--- config.mk ---
export PLATFORM = sky130hd
export DESIGN_NAME = cpm_reduce
export DESIGN_NICKNAME = d
export VERILOG_FILES = /design/src/hdl/cpm_pkg.sv /design/src/hdl/cpm_reduce.sv
export SDC_FILE = /design/constraint.sdc
export NUM_CORES = 1
export LEC_CHECK = 0
export BUFFER_PORTS_ARGS = -buffer_cell sky130_fd_sc_hd__buf_2
export CORE_UTILIZATION = 60
export CTS_BUF_LIST = sky130_fd_sc_hd__clkbuf_8 sky130_fd_sc_hd__clkbuf_16
export DETAILED_ROUTE_END_ITERATION = 16
export HOLD_SLACK_MARGIN = 0.15
export PLACE_DENSITY = 0.79
export SYNTH_ARGS = -nofsm -noshare
export SYNTH_HDL_FRONTEND = slang
export SYNTH_SLANG_ARGS = --single-unit
--- constraint.sdc ---
create_clock -name clk -period 6.6 [get_ports clk]
set_input_delay 0.66 -clock clk [delete_from_list [all_inputs] [get_ports clk]]
set_output_delay 0.66 -clock clk [all_outputs]
set_load 0.01 [all_outputs]
--- src/hdl/cpm_pkg.sv ---
// Shared constants and types of the cyclic polynomial multiplier.
package cpm_pkg;

  localparam int MAX_RING_SIZE = 1024;
  localparam int AW            = $clog2(MAX_RING_SIZE);
  localparam int NW            = AW + 1;

  localparam int COEFF_W   = 16;
  localparam int MOD_W     = 15;
  localparam int RING_W    = 11;
  localparam int CFG_W     = 15;
  localparam int CFG_IDX_W = 2;
  localparam int PROD_W    = 2 * COEFF_W;
  localparam int ACC_W     = PROD_W + AW;

  localparam logic REQ_LOAD = 1'b0;
  localparam logic REQ_READ = 1'b1;

  localparam logic [CFG_IDX_W-1:0] CFG_MODULUS     = 2'd0;
  localparam logic [CFG_IDX_W-1:0] CFG_RING_SIZE   = 2'd1;
  localparam logic [CFG_IDX_W-1:0] CFG_CENTER_LIFT = 2'd2;

  typedef struct packed {
    logic [MOD_W-1:0] modulus;
    logic             lift_en;
  } red_cfg_t;

endpackage

--- src/hdl/cpm_reduce.sv ---
// Bit-serial modular reduction of the accumulated sum with optional centre lift.
module cpm_reduce (
  input  logic                                 clk,
  input  logic                                 rst_n,
  input  logic                                 start,
  input  logic signed [cpm_pkg::ACC_W-1:0]     acc,
  input  cpm_pkg::red_cfg_t                    cfg,
  output logic                                 done,
  output logic signed [cpm_pkg::COEFF_W-1:0]   value
);

  localparam int CW = $clog2(cpm_pkg::ACC_W + 1);

  typedef enum logic [2:0] {
    R_IDLE = 3'b001,
    R_STEP = 3'b010,
    R_FIN  = 3'b100
  } rstate_t;

  typedef logic [CW-1:0] cnt_t;

  rstate_t                      state_r, state_nxt;
  logic [cpm_pkg::ACC_W-1:0]    mag_r, mag_nxt;
  logic [cpm_pkg::MOD_W:0]      rem_r, rem_nxt;
  logic [cpm_pkg::MOD_W-1:0]    q_r, q_nxt;
  logic                         neg_r, neg_nxt;
  logic                         lift_r, lift_nxt;
  logic [CW-1:0]                cnt_r, cnt_nxt;
  logic                         done_r, done_nxt;
  logic [cpm_pkg::COEFF_W-1:0]  value_r, value_nxt;

  logic [cpm_pkg::MOD_W:0]      trial;
  logic [cpm_pkg::MOD_W-1:0]    rfix;

  always_comb begin
    state_nxt = state_r;
    mag_nxt   = mag_r;
    rem_nxt   = rem_r;
    q_nxt     = q_r;
    neg_nxt   = neg_r;
    lift_nxt  = lift_r;
    cnt_nxt   = cnt_r;
    done_nxt  = 1'b0;
    value_nxt = value_r;
    trial     = {rem_r[cpm_pkg::MOD_W-1:0], mag_r[cpm_pkg::ACC_W-1]};
    rfix      = rem_r[cpm_pkg::MOD_W-1:0];
    case (state_r)
      R_IDLE: begin
        if (start) begin
          neg_nxt   = acc[cpm_pkg::ACC_W-1];
          mag_nxt   = acc[cpm_pkg::ACC_W-1] ? -acc : acc;
          q_nxt     = (cfg.modulus == '0) ? cpm_pkg::MOD_W'(1) : cfg.modulus;
          lift_nxt  = cfg.lift_en;
          rem_nxt   = '0;
          cnt_nxt   = cnt_t'(cpm_pkg::ACC_W);
          state_nxt = R_STEP;
        end
      end
      R_STEP: begin
        rem_nxt = (trial >= {1'b0, q_r}) ? trial - {1'b0, q_r} : trial;
        mag_nxt = mag_r << 1;
        cnt_nxt = cnt_r - cnt_t'(1);
        if (cnt_r == cnt_t'(1)) begin
          state_nxt = R_FIN;
        end
      end
      R_FIN: begin
        if (neg_r && (rfix != '0)) begin
          rfix = q_r - rfix;
        end
        if (lift_r && (rfix > (q_r >> 1))) begin
          value_nxt = {1'b0, rfix} - {1'b0, q_r};
        end else begin
          value_nxt = {1'b0, rfix};
        end
        done_nxt  = 1'b1;
        state_nxt = R_IDLE;
      end
      default: begin
        state_nxt = R_IDLE;
      end
    endcase
  end

  always_ff @(posedge clk) begin
    if (!rst_n) begin
      state_r <= R_IDLE;
      done_r  <= 1'b0;
      cnt_r   <= '0;
    end else begin
      state_r <= state_nxt;
      done_r  <= done_nxt;
      cnt_r   <= cnt_nxt;
    end
  end

  always_ff @(posedge clk) begin
    mag_r   <= mag_nxt;
    rem_r   <= rem_nxt;
    q_r     <= q_nxt;
    neg_r   <= neg_nxt;
    lift_r  <= lift_nxt;
    value_r <= value_nxt;
  end

  assign done  = done_r;
  assign value = value_r;

endmodule

# Yosys cells after proc, flatten, opt, wreduce, memory -nomap -nowiden
# Index checks and enable logic that the tools add are counted.
[classes]
n_addsub = 5
n_mul = 0
div_mod_pow = 0
n_lt_le_gt_ge = 2
eq_ne = 6
n_shift = 0
n_mux = 15
bitwise_logic = 0
n_reduce_logical = 8
[ops]
columns = ["operator", "n"]
rows = [
  ["42-bit two-way mux", 2],
  ["42-bit case mux with 2 select lines", 1],
  ["15-bit two-way mux", 5],
  ["42-bit negator", 1],
  ["15-bit case mux with 2 select lines", 1],
  ["15-bit subtractor", 2],
  ["16-bit by 15-bit greater-or-equal comparator with 1-bit output", 1],
  ["15-bit by 15-bit subtractor with 16-bit output", 1],
  ["15-bit by 14-bit greater-than comparator with 1-bit output", 1],
  ["15-bit zero test", 1],
  ["15-bit nonzero test", 1],
  ["6-bit case mux with 2 select lines", 1],
  ["6-bit by 1-bit equality test with 1-bit output (second input constant)", 1],
  ["3-bit two-way mux", 2],
  ["6-bit two-way mux", 1],
  ["3-bit case mux with 2 select lines", 1],
  ["2-bit AND reduction", 3],
  ["6-bit by 1-bit subtractor with 6-bit output (second input constant)", 1],
  ["2-bit != test (second input constant)", 2],
  ["3-bit by 1-bit equality test with 1-bit output (second input constant)", 1],
  ["3-bit by 2-bit equality test with 1-bit output (second input constant)", 1],
  ["3-bit equality test (second input constant)", 1],
  ["1-bit logical AND", 2],
  ["2-bit nonzero test", 1],
  ["1-bit two-way mux", 1],
]
[word_totals]
regBits = 100
latchBits = 0
mem_bits_rw = 0
romBits = 0
in_bits = 61
output_inout_bits = 17
elab_cells = 46
mem_count = 0

# Logic depth before layout (Yosys ltp)
# Gate-level depths: netlist (run 1).
[depth]
word_depth = 7
ltp_mapped = 21
ltp_nobuf = 20

# Least setup slack after synthesis (run 1)
# No wires, ideal clock.
[synth_path]
path_kind = "reg2reg"
start = "reg q_r[0] (netlist name)"
end = "reg value_r, in the netlist value[10] (data pin)"
setup_ns = 0.260
t_arrival_ns = 4.236
t_required_ns = 6.340
slack_ns = 2.104
path_stages_with_launch = 22
n_path_buf = 1
synth_period_minus_slack_ns = 4.496
path_cell_list = "edfxtp_1 > inv_1 > ha_1 > inv_1 > fa_1 > a211oi_1 > nor2_1 > o221ai_1 > o21ai_0 > o21ai_0 > a211o_1 > o211ai_1 > ha_1 > nand3_1 > nor2_1 > o21ai_0 > a21oi_1 > a2111oi_0 > a21oi_1 > o21ai_1 > buf_2 > mux2_2"
[synth_between]
elab_chain_len = 6
elab_cells_between_ends = 7
classes_between = "2 x add/sub; 1 x order compare; 3 x mux; 1 x reduce/logical"
[synth_rtl]
columns = ["item", "line", "rtl"]
rows = [
  ["start, declared", "cpm_reduce.sv:25", "logic [cpm_pkg::MOD_W-1:0] q_r, q_nxt;"],
  ["start signal, assigned", "cpm_reduce.sv:100", "q_r <= q_nxt;"],
  ["15-bit subtractor", "cpm_reduce.sv:69", "rfix = q_r - rfix;"],
  ["15-bit two-way mux", "cpm_reduce.sv:68", "if (neg_r && (rfix != '0)) begin"],
  ["15-bit two-way mux", "cpm_reduce.sv:47", "case (state_r)"],
  ["15-bit by 14-bit greater-than comparator with 1-bit output", "cpm_reduce.sv:71", "if (lift_r && (rfix > (q_r >> 1))) begin"],
  ["1-bit logical AND", "cpm_reduce.sv:71", ""],
  ["15-bit two-way mux (*)", "cpm_reduce.sv:71", ""],
  ["end signal, assigned", "cpm_reduce.sv:103", "value_r <= value_nxt;"],
  ["end, declared", "cpm_reduce.sv:30", "logic [cpm_pkg::COEFF_W-1:0] value_r, value_nxt;"],
]
# Every way passes the cells marked *; elsewhere a longest branch is shown, timed or not. The select of a mux whose other input is x is not followed.
# A chain may end at the register's enable or synchronous reset.

# Worst setup path after layout (run 1)
[layout_path]
start = "reg rem_r[0] (netlist name)"
end = "reg value_r, in the netlist value[3] (data pin)"
[layout_between]
elab_chain_len = 7
elab_cells_between_ends = 9
classes_between = "2 x add/sub; 1 x order compare; 3 x mux; 3 x reduce/logical"
[layout_rtl]
columns = ["item", "line", "rtl"]
rows = [
  ["start, declared", "cpm_reduce.sv:24", "logic [cpm_pkg::MOD_W:0] rem_r, rem_nxt;"],
  ["start signal, assigned", "cpm_reduce.sv:99", "rem_r <= rem_nxt;"],
  ["parallel branches: the longest is 2 deep, another holds 15-bit subtractor", "-", ""],
  ["15-bit two-way mux (*)", "cpm_reduce.sv:68", ""],
  ["15-bit two-way mux (*)", "cpm_reduce.sv:47", ""],
  ["15-bit by 14-bit greater-than comparator with 1-bit output", "cpm_reduce.sv:71", ""],
  ["1-bit logical AND", "cpm_reduce.sv:71", ""],
  ["15-bit two-way mux (*)", "cpm_reduce.sv:71", ""],
]
# Mark *: on every way between the ends. The select of a mux whose other input is x is not followed.

==> flow_summary.ini, run 1 <==
[drt]
wl_per_cell_um = 16.1
drt-pass1-iter-count = 7
via_per_inst = 6.08
drcViolationCount = 0
ant_nets = 0
drt_iter0_markers = 431
vias = 6283
routed_wl_um = 16600

[sta]
postLayoutSetupSlackWorst_ns = 1.61
finalMaxSlewViolations = 0
fmax_mhz = 200
finalSetupViolCount = 0
setup_tns_ns = 0
hold_viol = 0
period_needed_ns = 4.99
relSlewSlack_pct = 45.2
tightest_slew_ns = 0.821
skew_ns = 0.00843
fin_crit_sh_pct = 75.6
rsz0062_at_grt = false

[floorplanning]
rows = 40
die_area_um2 = 13000
initial_core_util_pct = 62.2
pin_count = 78
die_w_um = 114
die_y_um = 114
coreArea_um2 = 12100

[logic_synthesis]
synth-async-reset-ratio_pct = 0
synthMuxAreaShare_pct = 3.67
ys.warnings.count = 0
synth_top_area_cell = edfxtp_1
synth_top_family_by_area = compound AO/OA/AOI/OAI gates
ys_top_cells_by_area = edfxtp_1 (36%), ha_1 (10%), xor2_1 (5.0%)
ys_seq_area_share_pct = 38.6
synth-seq-cells = 100
synth_xor_area_share_pct = 7.79
avgSynthCellArea_um2 = 9.37
synthTopCellsByCount = edfxtp_1 (90), nand2_1 (82), o21ai_0 (72)
synth-main-ff-cell = edfxtp_1
synth_compound_area_share_pct = 18.1
synthDistinctLibCells = 64
synth_top_cell_area_share_pct = 35.9
syn_nets = 929
syn-cell-area_um2 = 7530
synth_edf_count = 90
synthAdderAreaFrac_pct = 10.9
syn_inst = 804
synth_simple_gate_area_share_pct = 16.5
yosysMostFrequentCell = edfxtp_1

[worst_setup_path]
crit_arrival_ns = 5.10
slowest_delay_ns = 0.47
slowest_stage = edfxtp_1
setup.worst_path.class = reg -> reg
path_cells = ha_1, inv_1, fa_1, a211oi_1, nor2_1, o221ai_1, o21ai_0, o21ai_0, a211o_1, o211ai_1, ha_1, nand3_1, nor2_1, o21ai_0, a21oi_1, a2111oi_0, a21oi_1, o21ai_1, buf_4, mux2_2
worstSetupStartpointType = flop
critPathCaptureType = flop
crit_top_cell = o21ai_0
critPathMaxFanout = 15
rrSetupSlack_ns = 1.61
worstPathRequired_ns = 6.71

[layout]
fin_area_um2 = 8310
n_antenna_cell = 0
syn_to_final_growth_pct = 10.4
fin_nets = 985
num-fill-cells = 981
drive_gt1_share_pct = 15.5

[clocking]
cts_root_buffer = clkbuf_16
path_clk_slew_ns = 0.07
clk_path_buf_depth = 2
post_cts.repair.setup_buffers = 0
cts_tree = done
cts_hold_buf = 0
numCtsBuffers = 9
htreeDepth = 3
cts_sinks = 100
cts_resized = 0
insertion_delay_ns = 0.35

[job]
cap_viol_max_count = 0

[worst_hold_path]
hold_path_class = in -> reg

[placement]
pre_cts_slack_ns = 1.74
post_dp_cell_area_um2 = 8040
place.gp.congestion = 0.923
io_buffers = 77
dp_hpwl_um = 12700

[power_and_ir_drop]
power_frac_clock_pct = 26.2
pwr-share-comb_pct = 31.9
p_int_w = 0.00128
p_switching_w = 0.000606
ir_worst_vdd_mv = 0.118
p_per_area_nw_per_um2 = 226
power_leakage_nw = 3.34
swShare_pct = 32.2
power_frac_seq_pct = 41.8

[grt]
grt_pass1_wl_um = 27700
overflow = 0
grt_pass1_vias = 6039
grt_max_degree = 81
grt_usage_pct = 26.8
antenna_found_initial = 0

[status]
outcome = finished, final reports clean
layer usage:
metal	share of wire [%]	GRT usage [%]	wire length (um)	up-vias
met5	0	0	0	-
met3	4.7	2.66	788	32
li1	-	-	-	3066
met2	49	47.4	8180	209
met1	43	32.9	7170	2976
met4	3.0	12.6	495	0
power groups by stage:
stage	logic, W	registers (W)	clock network (W)
floorplan	0.000458	0.000790	0
global placement	0.000567	0.000797	0
detailed placement	0.000591	0.000800	0
CTS	0.000594	0.000786	0.000499
global route	0.000672	0.000791	0.000517
finish	0.000600	0.000787	0.000493
path summary, 6_finish.rpt:
| kind | from | endpoint | depth (start not counted) |
|---|---|---|---|
| max | rem_r[0] | value[3] | 20 |
| max reg2reg | rem_r[0] | value[3] | 20 |
| min | cfg[0] | lift_r | 1 |
| min reg2reg | cnt_r[5] | cnt_r[5] | 1 |
through the flow:
step	std cells	power, W	hold slack, ns	util, %
global placement	1017	0.00136	0.461	66.4
finish	1033	0.00188	0.482	68.6
CTS	1033	0.00188	0.471	68.6
detailed placement	1017	0.00139	0.474	66.4
floorplan	804	0.00125	0.444	-
global route	1033	0.00198	0.477	68.6
state kept, by name, indices dropped and copies added (netlist names):
signal,flops
mag_r,42
value,16
q_r,15
rem_r,15
cnt_r,6
state_r,3
done,1
lift_r,1
neg_r,1
logic make-up (layout without fill, tap and decap cells):
kind of cell / after synthesis / count (layout)
flip-flops: 100 / 100
XOR/XNOR: 67 / 67
buffers and inverters: 90 / 151
AO/OA/AOI/OAI: 212 / 212
AND/OR/NAND/NOR: 245 / 245
adder cells (fa/ha/maj): 64 / 64
multiplexers: 26 / 26
critical path, delay by kind of cell (launching register included):
family          cells  cell delay (ns)
simple gates        3             0.29
buf+inv             2             0.30
mux                 1             0.36
fa+ha+maj           3             0.97
flops               1             0.47
compound gates     11             2.36
area by class of cell:
class / count / area (um^2) / area share (%)
clock buffer: 9 / 225 / 2.71
clock inverter: 7 / 45.0 / 0.542
inverter: 53 / 199 / 2.39
multi-input combinational: 614 / 4310 / 51.8
sequential: 100 / 2900 / 34.9
tap: 168 / 210 / 2.53
timing repair buffer: 82 / 423 / 5.09
cell usage in the layout (no fill, tap or decap), types with 9 or more instances in the layout:
cell type	instances
a21o_1	12
a21oi_1	40
buf_2	77
clkbuf_16	9
dfxtp_1	10
edfxtp_1	90
ha_1	61
inv_1	54
mux2_2	13
mux2i_1	13
nand2_1	81
nand3_1	15
nor2_1	41
nor3_1	16
nor4_1	16
o21a_1	10
o21ai_0	72
o31ai_1	15
or2_2	9
xnor2_1	24
xor2_1	43
(Power assumes the default switching activity.)
==> run 2: changes to the inputs <==
--- a/config.mk
+++ b/config.mk
@@ -6,11 +6,11 @@
 export NUM_CORES = 1
 export LEC_CHECK = 0
 export BUFFER_PORTS_ARGS = -buffer_cell sky130_fd_sc_hd__buf_2
-export CORE_UTILIZATION = 60
+export CORE_UTILIZATION = 55
 export CTS_BUF_LIST = sky130_fd_sc_hd__clkbuf_8 sky130_fd_sc_hd__clkbuf_16
 export DETAILED_ROUTE_END_ITERATION = 16
 export HOLD_SLACK_MARGIN = 0.15
-export PLACE_DENSITY = 0.79
+export PLACE_DENSITY = 0.76
 export SYNTH_ARGS = -nofsm -noshare
 export SYNTH_HDL_FRONTEND = slang
 export SYNTH_SLANG_ARGS = --single-unit
==> constraint.sdc (replaced) <==
create_clock -name clk -period 4.5 [get_ports clk]
set_input_delay 0.45 -clock clk [delete_from_list [all_inputs] [get_ports clk]]
set_output_delay 0.45 -clock clk [all_outputs]
set_load 0.01 [all_outputs]
==> flow_summary.ini, run 2 (synthesis gave the netlist of run 1 again) <==
[clocking]
path_clk_slew_ns = 0.08
numCtsBuffers = 9
cts_tree = done
insertion_delay_ns = 0.36
cts_root_buffer = clkbuf_16
cts_sinks = 100
clk_path_buf_depth = 2
htreeDepth = 3

[layout]
fin_area_um2 = 8570
largest_reg_flops = 42
syn_to_final_growth_pct = 13.8
mostFrequentLayoutCells = edfxtp_1 (90), nand2_1 (81), buf_2 (77)
top_register = mag_r
fin_nets = 1003
drive_gt1_share_pct = 18.9
final_common_cell = edfxtp_1
n_antenna_cell = 0

[floorplanning]
die_area_um2 = 14200
rows = 42
die_y_um = 119
coreArea_um2 = 13300
initial_core_util_pct = 56.6
pin_count = 78
die_w_um = 119

[worst_hold_path]
hold_depth = 1
min_to = lift_r
hold_path_class = in -> reg
hold_start = cfg[0]

[power_and_ir_drop]
p_per_area_nw_per_um2 = 340
power_leakage_nw = 3.46
ir_worst_vdd_mv = 0.260

[drt]
drt-pass1-iter-count = 5
via_per_inst = 5.89
wl_per_cell_um = 16.2
ant_nets = 0
routed_wl_um = 17100
drt_iter0_markers = 427
drcViolationCount = 0
vias = 6233

[worst_setup_path]
crit_arrival_ns = 4.42
reg2reg_depth = 20
worstSetupStartpointType = flop
r2r-end = value[12]
reg2reg_from = rem_r[2]
critPathLaunch = rem_r[2]
critPathCaptureType = flop
worstPathRequired_ns = 4.61
setup.worst_path.class = reg -> reg
rrSetupSlack_ns = 0.18
critPathMaxFanout = 8

[grt]
grt_usage_pct = 25.3
overflow = 0
grt_max_degree = 81
grt_pass1_wl_um = 28600
antenna_found_initial = 0
grt_pass1_vias = 6193

[placement]
place.gp.congestion = 0.900
dp_hpwl_um = 13000
pre_cts_slack_ns = -0.0586
io_buffers = 77
post_dp_cell_area_um2 = 8170

[sta]
relSlewSlack_pct = 32.0
postLayoutSetupSlackWorst_ns = 0.184
finalMaxSlewViolations = 0
setup_tns_ns = 0
fin_crit_sh_pct = 95.9
finalSetupViolCount = 0
period_needed_ns = 4.32
fmax_mhz = 232
tightest_slew_ns = 1.02
skew_ns = 0.00916
rsz0062_at_grt = false
hold_viol = 0

[status]
outcome = finished, final reports clean

[job]
cap_viol_max_count = 0
run 2: critical path, cell delays in order (launching register included):
cell and delay, ns:
edfxtp_1 0.41, inv_1 0.09, ha_1 0.37, o21ai_0 0.26, a21oi_2 0.08, o32ai_2 0.26, buf_4 0.17, o211ai_1 0.10
a31oi_1 0.20, xor2_1 0.16, o21ai_1 0.10, ha_1 0.30, nand3_1 0.11, nor2_1 0.06, o21ai_0 0.08, a21oi_1 0.06
a2111oi_1 0.36, a21oi_1 0.13, o21ai_2 0.22, buf_6 0.18, mux2_2 0.35
run 2: cell type report:
| class | instances | area, um^2 |
|---|---|---|
| multi-input combinational | 614 | 4370 |
| tap | 176 | 220 |
| clock buffer | 9 | 225 |
| sequential | 100 | 2900 |
| clock inverter | 7 | 82.6 |
| timing repair buffer | 100 | 566 |
| fill | 1041 | 4730 |
| inverter | 53 | 199 |
run 2: how the worst max path moves through the flow:
stage                endpoint  slack [ns]
CTS                 value[12]        0.06
global route        value[12]       0.003
global placement    value[12]        0.11
finish              value[12]        0.18
floorplan           value[10]       0.004
detailed placement  value[12]       -0.06
run 2: power by group:
group	switching, W	internal, W
logic	0.000521	0.000424
registers	0.0000373	0.00111
clock network	0.000377	0.000441
total	0.000936	0.00198
run 2: timing repair:
| item | 4_1_cts | 5_1_grt |
|---|---|---|
| pin swaps | 0 | 4 |
| resized for setup | 2 | 23 |
| setup endpoints to repair | 12 | 16 |
| hold buffers | 0 | 0 |
| cloned | 0 | 1 |
| setup buffers | 0 | 1 |
run 2: layer usage:
| metal | global-route usage (%) | vias up | part of all wire [%] |
|---|---|---|---|
| met1 | 30.1 | 2933 | 43 |
| met4 | 10.5 | 0 | 2.9 |
| met3 | 4.07 | 32 | 3.9 |
| met5 | 0 | - | 0 |
| li1 | - | 3111 | - |
| met2 | 45.2 | 157 | 51 |
run 2: stage by stage:
step	cells	hold WS (ns)	power [W]	utilization, %
after floorplan	804	0.444	0.00183	-
after global placement	1041	0.460	0.00203	61.5
after detailed placement	1041	0.473	0.00208	61.5
after CTS	1057	0.254	0.00290	63.8
after global routing	1059	0.258	0.00307	64.4
final	1059	0.268	0.00291	64.4
